<file path="src/c2e_pkg.sv">
// Shared types, constants and helper functions for the CMOS clock to epoch block.
// No dependencies; imported by every module of the block.
`default_nettype none

package c2e_pkg;

    localparam logic CFG_BCD_MODE     = 1'b0;
    localparam logic CFG_HOUR_24_MODE = 1'b1;

    localparam logic [11:0] EPOCH_YEAR         = 12'd1970;
    localparam logic [11:0] BASE_YEAR          = 12'd2000;
    localparam logic [31:0] SECS_PER_DAY       = 32'd86400;
    localparam logic [19:0] SECS_PER_HOUR      = 20'd3600;
    localparam logic [19:0] SECS_PER_MINUTE    = 20'd60;
    localparam logic [19:0] DAYS_PER_YEAR      = 20'd365;
    localparam logic [19:0] LEAPS_BEFORE_EPOCH = 20'd477;

    typedef struct packed {
        logic [7:0]  second;
        logic [7:0]  minute;
        logic [7:0]  hour;
        logic [7:0]  weekday;
        logic [7:0]  day;
        logic [7:0]  month;
        logic [11:0] year;
        logic        range_error;
    } c2e_snap_t;

    typedef struct packed {
        logic [7:0]  second;
        logic [7:0]  minute;
        logic [7:0]  hour;
        logic [7:0]  weekday;
        logic [7:0]  day;
        logic [7:0]  month;
        logic [11:0] year;
        logic [31:0] epoch;
        logic        range_error;
    } c2e_res_t;

    function automatic logic [7:0] bcd_decode(input logic [7:0] b, input logic bcd_en);
        logic [7:0] v;
        v = {4'b0000, b[7:4]} * 8'd10 + {4'b0000, b[3:0]};
        return bcd_en ? v : b;
    endfunction

    // days before the first of the month, non-leap year
    function automatic logic [8:0] cum_days(input logic [3:0] mon);
        logic [8:0] d;
        case (mon)
            4'd1:    d = 9'd0;
            4'd2:    d = 9'd31;
            4'd3:    d = 9'd59;
            4'd4:    d = 9'd90;
            4'd5:    d = 9'd120;
            4'd6:    d = 9'd151;
            4'd7:    d = 9'd181;
            4'd8:    d = 9'd212;
            4'd9:    d = 9'd243;
            4'd10:   d = 9'd273;
            4'd11:   d = 9'd304;
            4'd12:   d = 9'd334;
            default: d = 9'd0;
        endcase
        return d;
    endfunction

    // valid for years 1900..2399
    function automatic logic is_leap(input logic [11:0] y);
        return (y[1:0] == 2'b00) && (y != 12'd1900) && (y != 12'd2100)
            && (y != 12'd2200) && (y != 12'd2300);
    endfunction

endpackage

`default_nettype wire

</file>
<file path="src/c2e_front.sv">
// Front end: configuration registers, BCD decode, 12/24-hour fixup, year and clamping.
// Depends on c2e_pkg.
`default_nettype none

module c2e_front
    import c2e_pkg::*;
(
    input  wire logic        clk,
    input  wire logic        rst_n,
    input  wire logic        cfg_valid,
    output logic             cfg_ready,
    input  wire logic        cfg_index,
    input  wire logic        cfg_data,
    input  wire logic [63:0] raw,
    output c2e_snap_t        snap
);

    logic bcd_mode_reg;
    logic bcd_mode_next;
    logic hour_24_reg;
    logic hour_24_next;

    logic [7:0]  raw_h;
    logic [7:0]  h12;
    logic        pm;
    logic [7:0]  hour;
    logic [7:0]  day;
    logic [7:0]  mon;
    logic [7:0]  yr;
    logic [7:0]  cen;
    logic [11:0] base;
    logic        err;

    assign cfg_ready = 1'b1;

    always_comb
    begin
        bcd_mode_next = bcd_mode_reg;
        hour_24_next  = hour_24_reg;
        if (cfg_valid)
        begin
            case (cfg_index)
                CFG_BCD_MODE:     bcd_mode_next = cfg_data;
                CFG_HOUR_24_MODE: hour_24_next  = cfg_data;
                default:          bcd_mode_next = bcd_mode_reg;
            endcase
        end
    end

    always_ff @(posedge clk or negedge rst_n)
    begin
        if (!rst_n)
        begin
            bcd_mode_reg <= 1'b1;
            hour_24_reg  <= 1'b0;
        end
        else
        begin
            bcd_mode_reg <= bcd_mode_next;
            hour_24_reg  <= hour_24_next;
        end
    end

    always_comb
    begin
        raw_h = raw[23:16];
        pm    = raw_h[7];
        h12   = bcd_decode({1'b0, raw_h[6:0]}, bcd_mode_reg);
        if (hour_24_reg)
            hour = bcd_decode(raw_h, bcd_mode_reg);
        else if (pm && h12 != 8'd12)
            hour = h12 + 8'd12;
        else if (!pm && h12 == 8'd12)
            hour = 8'd0;
        else
            hour = h12;

        yr  = bcd_decode(raw[55:48], bcd_mode_reg);
        cen = bcd_decode(raw[63:56], bcd_mode_reg);
        if (cen == 8'd19)
            base = 12'd1900;
        else if (cen == 8'd21)
            base = 12'd2100;
        else
            base = BASE_YEAR;

        err = 1'b0;
        mon = bcd_decode(raw[47:40], bcd_mode_reg);
        if (mon == 8'd0)
        begin
            mon = 8'd1;
            err = 1'b1;
        end
        else if (mon > 8'd12)
        begin
            mon = 8'd12;
            err = 1'b1;
        end
        day = bcd_decode(raw[39:32], bcd_mode_reg);
        if (day == 8'd0)
        begin
            day = 8'd1;
            err = 1'b1;
        end

        snap.second      = bcd_decode(raw[7:0], bcd_mode_reg);
        snap.minute      = bcd_decode(raw[15:8], bcd_mode_reg);
        snap.hour        = hour;
        snap.weekday     = bcd_decode(raw[31:24], bcd_mode_reg);
        snap.day         = day;
        snap.month       = mon;
        snap.year        = base + {4'b0000, yr};
        snap.range_error = err;
    end

endmodule

`default_nettype wire

</file>
<file path="src/c2e_queue.sv">
// Small register FIFO between the front end and the epoch pipeline.
// Depends on c2e_pkg.
`default_nettype none

module c2e_queue
    import c2e_pkg::*;
#(
    parameter int DEPTH = 4
)
(
    input  wire logic       clk,
    input  wire logic       rst_n,
    input  wire logic       push,
    input  wire c2e_snap_t  wr_data,
    output logic            full,
    input  wire logic       pop,
    output logic            not_empty,
    output c2e_snap_t       rd_data
);

    localparam int PTR_W = (DEPTH > 2) ? $clog2(DEPTH) : 1;
    localparam int CNT_W = $clog2(DEPTH + 1);

    c2e_snap_t          mem_reg [DEPTH];
    logic [PTR_W-1:0]   wr_ptr_reg;
    logic [PTR_W-1:0]   wr_ptr_next;
    logic [PTR_W-1:0]   rd_ptr_reg;
    logic [PTR_W-1:0]   rd_ptr_next;
    logic [CNT_W-1:0]   count_reg;
    logic [CNT_W-1:0]   count_next;
    logic               do_push;
    logic               do_pop;

    assign full      = (count_reg == CNT_W'(DEPTH));
    assign not_empty = (count_reg != '0);
    assign do_push   = push && !full;
    assign do_pop    = pop && not_empty;
    assign rd_data   = mem_reg[rd_ptr_reg];

    always_comb
    begin
        wr_ptr_next = wr_ptr_reg;
        rd_ptr_next = rd_ptr_reg;
        count_next  = count_reg;
        if (do_push)
            wr_ptr_next = (wr_ptr_reg == PTR_W'(DEPTH - 1)) ? '0 : wr_ptr_reg + 1'b1;
        if (do_pop)
            rd_ptr_next = (rd_ptr_reg == PTR_W'(DEPTH - 1)) ? '0 : rd_ptr_reg + 1'b1;
        if (do_push && !do_pop)
            count_next = count_reg + 1'b1;
        else if (do_pop && !do_push)
            count_next = count_reg - 1'b1;
    end

    always_ff @(posedge clk or negedge rst_n)
    begin
        if (!rst_n)
        begin
            wr_ptr_reg <= '0;
            rd_ptr_reg <= '0;
            count_reg  <= '0;
        end
        else
        begin
            wr_ptr_reg <= wr_ptr_next;
            rd_ptr_reg <= rd_ptr_next;
            count_reg  <= count_next;
        end
    end

    always_ff @(posedge clk)
    begin
        if (do_push)
            mem_reg[wr_ptr_reg] <= wr_data;
    end

    a_count_bound: assert property (@(posedge clk) disable iff (!rst_n)
        count_reg <= CNT_W'(DEPTH))
        else $error("queue count above depth");

    a_ptr_gap: assert property (@(posedge clk) disable iff (!rst_n)
        (count_reg == '0 || count_reg == CNT_W'(DEPTH)) |-> wr_ptr_reg == rd_ptr_reg)
        else $error("queue pointers disagree with count");

endmodule

`default_nettype wire

</file>
<file path="src/c2e_back.sv">
// Back end: two-stage epoch pipeline (day count and time of day, then day seconds).
// Depends on c2e_pkg; stage two is the output register.
`default_nettype none

module c2e_back
    import c2e_pkg::*;
(
    input  wire logic       clk,
    input  wire logic       rst_n,
    input  wire logic       in_valid,
    output logic            in_ready,
    input  wire c2e_snap_t  in_snap,
    output logic            out_valid,
    input  wire logic       out_ready,
    output c2e_res_t        out_res
);

    logic               s1_valid_reg;
    logic               s1_valid_next;
    c2e_snap_t          s1_snap_reg;
    logic signed [19:0] s1_days_reg;
    logic signed [19:0] s1_days_next;
    logic [19:0]        s1_tod_reg;
    logic [19:0]        s1_tod_next;
    logic               s2_valid_reg;
    logic               s2_valid_next;
    c2e_res_t           s2_res_reg;
    c2e_res_t           s2_res_next;

    logic               adv1;
    logic               adv2;
    logic [11:0]        prev_year;
    logic [4:0]         q100;
    logic [2:0]         q400;
    logic [9:0]         leaps;
    logic signed [13:0] yd;
    logic signed [19:0] yd20;
    logic [8:0]         cum;
    logic               leap_adj;
    logic [31:0]        days32;

    assign adv2     = !s2_valid_reg || out_ready;
    assign adv1     = !s1_valid_reg || adv2;
    assign in_ready = adv1;

    always_comb
    begin
        prev_year = in_snap.year - 12'd1;
        if (prev_year < 12'd1900)
            q100 = 5'd18;
        else if (prev_year < 12'd2000)
            q100 = 5'd19;
        else if (prev_year < 12'd2100)
            q100 = 5'd20;
        else if (prev_year < 12'd2200)
            q100 = 5'd21;
        else if (prev_year < 12'd2300)
            q100 = 5'd22;
        else
            q100 = 5'd23;
        q400  = (prev_year < 12'd2000) ? 3'd4 : 3'd5;
        leaps = prev_year[11:2] - {5'b00000, q100} + {7'b0000000, q400};

        yd       = $signed({2'b00, in_snap.year}) - $signed({2'b00, EPOCH_YEAR});
        yd20     = 20'(yd);
        cum      = cum_days(in_snap.month[3:0]);
        leap_adj = is_leap(in_snap.year) && (in_snap.month > 8'd2);

        s1_days_next = yd20 * $signed(DAYS_PER_YEAR)
                     + $signed({10'b0, leaps}) - $signed(LEAPS_BEFORE_EPOCH)
                     + $signed({11'b0, cum}) + $signed({19'b0, leap_adj})
                     + $signed({12'b0, in_snap.day}) - 20'sd1;
        s1_tod_next  = {12'b0, in_snap.hour} * SECS_PER_HOUR
                     + {12'b0, in_snap.minute} * SECS_PER_MINUTE
                     + {12'b0, in_snap.second};
        s1_valid_next = adv1 ? in_valid : s1_valid_reg;
    end

    always_comb
    begin
        days32                  = $unsigned(32'(s1_days_reg));
        s2_res_next.second      = s1_snap_reg.second;
        s2_res_next.minute      = s1_snap_reg.minute;
        s2_res_next.hour        = s1_snap_reg.hour;
        s2_res_next.weekday     = s1_snap_reg.weekday;
        s2_res_next.day         = s1_snap_reg.day;
        s2_res_next.month       = s1_snap_reg.month;
        s2_res_next.year        = s1_snap_reg.year;
        s2_res_next.range_error = s1_snap_reg.range_error;
        s2_res_next.epoch       = 32'(days32 * SECS_PER_DAY) + {12'b0, s1_tod_reg};
        s2_valid_next           = adv2 ? s1_valid_reg : s2_valid_reg;
    end

    always_ff @(posedge clk or negedge rst_n)
    begin
        if (!rst_n)
        begin
            s1_valid_reg <= 1'b0;
            s2_valid_reg <= 1'b0;
        end
        else
        begin
            s1_valid_reg <= s1_valid_next;
            s2_valid_reg <= s2_valid_next;
        end
    end

    always_ff @(posedge clk)
    begin
        if (adv1 && in_valid)
        begin
            s1_snap_reg <= in_snap;
            s1_days_reg <= s1_days_next;
            s1_tod_reg  <= s1_tod_next;
        end
        if (adv2 && s1_valid_reg)
            s2_res_reg <= s2_res_next;
    end

    assign out_valid = s2_valid_reg;
    assign out_res   = s2_res_reg;

    a_clamped: assert property (@(posedge clk) disable iff (!rst_n)
        s2_valid_reg |-> (s2_res_reg.month >= 8'd1 && s2_res_reg.month <= 8'd12
                          && s2_res_reg.day != 8'd0))
        else $error("unclamped month or day reached output");

    a_s1_hold: assert property (@(posedge clk) disable iff (!rst_n)
        (s1_valid_reg && !adv1) |=> (s1_valid_reg && $stable(s1_days_reg)))
        else $error("stage one lost an item under stall");

endmodule

`default_nettype wire

</file>
<file path="src/cmos_rtc_to_epoch_top.sv">
// Top level: CMOS clock snapshot to Unix seconds.
// Depends on c2e_pkg, c2e_front, c2e_queue, c2e_back.
//
// Usage:
//   s_* stream carries one snapshot of eight raw clock bytes per beat.
//   m_* stream returns one decoded result per snapshot, in order.
//   cfg_* writes bcd_mode (index 0) and hour_24_mode (index 1); always ready.
//   The user must write config only while no snapshot is in flight; the block does not enforce this.
// Timing:
//   The result of an accepted beat is registered in the queue, then in the
//   day-count stage, then in the day-seconds stage (the output register).
//   One snapshot per cycle sustained while m_tready is high; the limit is the single-item stages.
// Reset:
//   bcd_mode = 1, hour_24_mode = 0, queue and pipeline empty.
// Stall:
//   When m_tready is low the output register holds, the pipeline fills,
//   then the queue fills (QUEUE_DEPTH beats) and s_tready drops.
`default_nettype none

module cmos_rtc_to_epoch_top
    import c2e_pkg::*;
#(
    parameter int QUEUE_DEPTH = 4
)
(
    input  wire logic        clk,
    input  wire logic        rst_n,
    input  wire logic        s_tvalid,
    output logic             s_tready,
    // raw_seconds, raw_minutes, raw_hours, raw_weekday, raw_day, raw_month,
    // raw_year, raw_century (8 bits each)
    input  wire logic [63:0] s_tdata,
    output logic             m_tvalid,
    input  wire logic        m_tready,
    // second_out, minute_out, hour_out, weekday_out, day_out, month_out (8 each),
    // year_out (12), epoch_seconds (32), 4 zero bits
    output logic [95:0]      m_tdata,
    // range_error
    output logic             m_tuser,
    input  wire logic        cfg_valid,
    output logic             cfg_ready,
    input  wire logic        cfg_index,
    input  wire logic        cfg_data
);

    c2e_snap_t front_snap;
    c2e_snap_t head_snap;
    c2e_res_t  res;
    logic      q_full;
    logic      q_not_empty;
    logic      back_ready;

    c2e_front u_front (
        .clk       (clk),
        .rst_n     (rst_n),
        .cfg_valid (cfg_valid),
        .cfg_ready (cfg_ready),
        .cfg_index (cfg_index),
        .cfg_data  (cfg_data),
        .raw       (s_tdata),
        .snap      (front_snap)
    );

    c2e_queue #(
        .DEPTH (QUEUE_DEPTH)
    ) u_queue (
        .clk       (clk),
        .rst_n     (rst_n),
        .push      (s_tvalid),
        .wr_data   (front_snap),
        .full      (q_full),
        .pop       (back_ready),
        .not_empty (q_not_empty),
        .rd_data   (head_snap)
    );

    c2e_back u_back (
        .clk       (clk),
        .rst_n     (rst_n),
        .in_valid  (q_not_empty),
        .in_ready  (back_ready),
        .in_snap   (head_snap),
        .out_valid (m_tvalid),
        .out_ready (m_tready),
        .out_res   (res)
    );

    assign s_tready = !q_full;
    assign m_tdata  = {4'b0000, res.epoch, res.year, res.month, res.day,
                       res.weekday, res.hour, res.minute, res.second};
    assign m_tuser  = res.range_error;

endmodule

`default_nettype wire

</file>
<file path="config.mk">
export PLATFORM = sky130hd
export DESIGN_NAME = cmos_rtc_to_epoch_top
export DESIGN_NICKNAME = d
export VERILOG_FILES = /design/src/c2e_pkg.sv /design/src/c2e_front.sv /design/src/c2e_queue.sv /design/src/c2e_back.sv /design/src/cmos_rtc_to_epoch_top.sv
export SDC_FILE = /design/constraint.sdc
export NUM_CORES = 1
export LEC_CHECK = 0
export BUFFER_PORTS_ARGS = -buffer_cell sky130_fd_sc_hd__clkbuf_2
export CAP_MARGIN = 20
export CORE_UTILIZATION = 57
export DETAILED_ROUTE_END_ITERATION = 10
export GPL_TIMING_DRIVEN = 0
export PLACE_DENSITY = 0.81
export SYNTH_ARGS = -nofsm -noshare
export SYNTH_HDL_FRONTEND = slang
export SYNTH_HIERARCHICAL = 1
export SYNTH_SLANG_ARGS = --single-unit
</file>
<file path="constraint.sdc">
create_clock -name clk -period 10.35 [get_ports clk]
set_input_delay 3.105 -clock clk [delete_from_list [all_inputs] [get_ports clk]]
set_output_delay 3.105 -clock clk [all_outputs]
set_load 0.01 [all_outputs]
</file>
==> impl_results.md <==
* CP Class: register to register
* Final wirelength at 62.2 mm
* Setup slack, reg-to-reg at 450 ps
* Top Family by Delay on Critical Path: adder cells
* Post-Synth XOR/XNOR Area at 4.53%
* Largest family of logic cells by synthesized area: adder cells
* Synth warnings at 6
* Area delta synth->final at 11.8%
* CP max FO at 10
* Top cell by count, worst path: fa_1
* Drt initial violations at 1,249
* Final period util at 95.6%
* Vias per cell at 5.68
* Die height at 232 um
* Number of distinct library cells after synthesis at 94
* Async SR Flop Fraction at 2.47%
* Die area at 53,800 sq um
* Most frequent cells in the layout: edfxtp_1, inv_1, ha_1
* Slew headroom at 34.3%
* Worst Skew at 34.5 ps
* Commonest non-fill, non-tap cell in the layout: edfxtp_1
* Core area at 51,800 sq um
* Mean cell area of the mapped netlist at 12.9 sq um
* Status: completed
* CP max-delay cell: mux4_2
* WL/cell at 19.0 um
* Vias at 18.6k
* Num rows at 83
* Bufs on Longest Clock Path at 3
* Largest net degree at the start of global routing at 63
* First-pass GRT wire length at 99.4 mm
* Crit path time final at 9900 ps
* Port Buffers at 161
* Final Net Count at 3,130
* Hold Vio Cnt, Final at 0
* Yosys reg bits at 445
* Max Clk Rate at 0.101 GHz
* Predominant post-synthesis flop cell: edfxtp_1
* Startpoint Class: register
* Layout cells sized above 1 at 16.5%
* Hold_buf cts at 0
* Initial antenna violation count at 0
* Clk slew on worst S/H paths at 60 ps
* Post-Synth Simple-Gate Area at 6.50%
* Final count of negative-setup-slack endpoints at 0
* Max-slew violations at 0
* Max reg flops at 244
* Maximum Capacitance Violations at 0
* Die extent in x at 232 um
* Mapped Area at 30,200 sq um
* Total global-route track usage at 23.6%
* Sequential area share after synthesis at 44.1%
* CP peak stage delay at 590 ps
* Post-synthesis compound-gate area fraction at 7.68%
* TritonCTS clock tree: built
* Remaining DRCs at 0
* Adder-Cell Fraction of Synth Area at 24.9%
* GR Overflow Total at 0
* Mux contribution to synthesized area at 6.32%
* Non-filler instance count after layout at 3,273
* Dpl cells at 3,185
* Later-pin clock latency in the skew report at 600 ps
* # H-tree levels at 2
* Number of synthesized flops with an enable pin at 434
* Drt pass-1 iters at 5
* Critical path capture point type: register
* Slew @ Worst Pin at 986 ps
* Critical Path RT at 10,690 ps
* I/O Pins at 171
* Buf+Inv Stages, Crit Path at 8
* Starting Density at 58.2%
* Placer Congestion at 0.902
* Vias in the first global route at 19.5k
* Synthesized instance count at 2,332
* DPL Wire Length at 46.1 mm
* Critical Path AT at 10,240 ps
* CTS sink cnt at 445
* ANT cells at 0
* Antenna Nets Post-Route at 0
* RSZ-0062 raised after global routing: yes
* CTS buffer count at 45
* Hold Crit Class: register to register
* CTS root buffer: clkbuf_16
==> kinds of logic (layout without fill, tap and decap cells) <==
group / Yosys count / in the layout
xor+xnor: 156 / 156
flops: 445 / 445
other cells: 3 / 9
compound gates: 342 / 342
buf+inv: 409 / 664
fa+ha+maj: 498 / 498
simple gates: 372 / 372
mux: 107 / 107
==> worst reg2reg max path, delay by kind of cell (launching register included) <==
kind	cells	cell delay [ps]
adders and majority gates	11	4260
AOI/OAI and AO/OA	11	2100
and+or+nand+nor	5	940
buffers and inverters	8	730
muxes	2	710
xor gates and xnor gates	3	460
DFF	1	410
==> per-stage QoR <==
step           TNS [ps]  utilization (%)  instance area [sq um]  hold slack, ps  setup WS (ps)
3_5_place_dp      -2830             61.8                  32000             405           -763
6_report              0             65.1                  33700             401            454
3_3_place_gp      -2090             61.4                  31800             401           -650
4_1_cts               0             64.7                  33500             402           14.5
5_1_grt           -84.0             65.1                  33700             404          -84.0
2_1_floorplan         0                -                  30200             400            546
==> final timing paths <==
check                      depth (start not counted)                    from                endpoint
max reg2reg                                       40   u_queue/rd_ptr_reg[0]  u_back/s1_days_reg[19]
min in group asynchronous                          1                   rst_n    u_queue/count_reg[0]
min                                                0  u_back/s1_snap_reg[24]      u_back/out_res[56]
max                                               40   u_queue/rd_ptr_reg[0]  u_back/s1_days_reg[19]
min reg2reg                                        0  u_back/s1_snap_reg[24]      u_back/out_res[56]
max in group asynchronous                          1                   rst_n    u_front/bcd_mode_reg
==> what timing repair did <==
item,4_1_cts,5_1_grt
gates resized for setup,11,24
endpoints found under the setup margin,9,9
buffers inserted,5,6
pin swaps,0,5
==> metal layers <==
| metal | wire, um | GRT usage, % |
|---|---|---|
| met5 | 0 | 0 |
| met4 | 1350 | 6.89 |
| met3 | 3520 | 3.29 |
| met2 | 31800 | 42.5 |
| met1 | 25500 | 29.5 |
==> cells in the mapped netlist (7+ instances only) <==
library cell  instances  share of area, %
and2_1               14              0.29
or3_1                 8              0.17
o21ai_0              45              0.75
fa_1                172                11
nor3_1               28              0.46
nor4_1                7              0.15
o22ai_1               8              0.17
inv_1               352               4.4
a211o_1               7              0.20
xnor2_1             113               3.3
buf_12                7              0.46
o21bai_1              7              0.17
dfrtp_1              10              0.83
o21a_1               22              0.55
ha_1                325                13
and3_1               11              0.23
a31oi_1              14              0.29
buf_4                16              0.40
o211ai_1             19              0.47
nand2b_1             26              0.54
mux2_2               26              0.97
nor2_1               92               1.1
o2111ai_1             8              0.23
edfxtp_1            434                43
nor2b_1              33              0.68
a21o_1               38              0.95
mux4_2               59               4.4
a21oi_1              95               1.6
nand2_1              75              0.93
a211oi_1             22              0.55
clkbuf_1             13              0.16
mux2i_1              16              0.53
xor2_1               43               1.2
nand3_1              22              0.37
nand4_1               7              0.15
buf_2                11              0.18
==> area by class of cell <==
type                    instances  area, sq um
multi-input cells            1484        15300
clock buffers                  54         1160
well taps                     680          851
flip-flops and latches        445        13300
clock inverters                24          273
fillers                      3678        18100
plain buffers                  56          459
inverters                     352         1330
repair buffers                178         1050
Power is not shown: default switching activity piles up to over one toggle a cycle in this logic, so the estimate is an artifact.
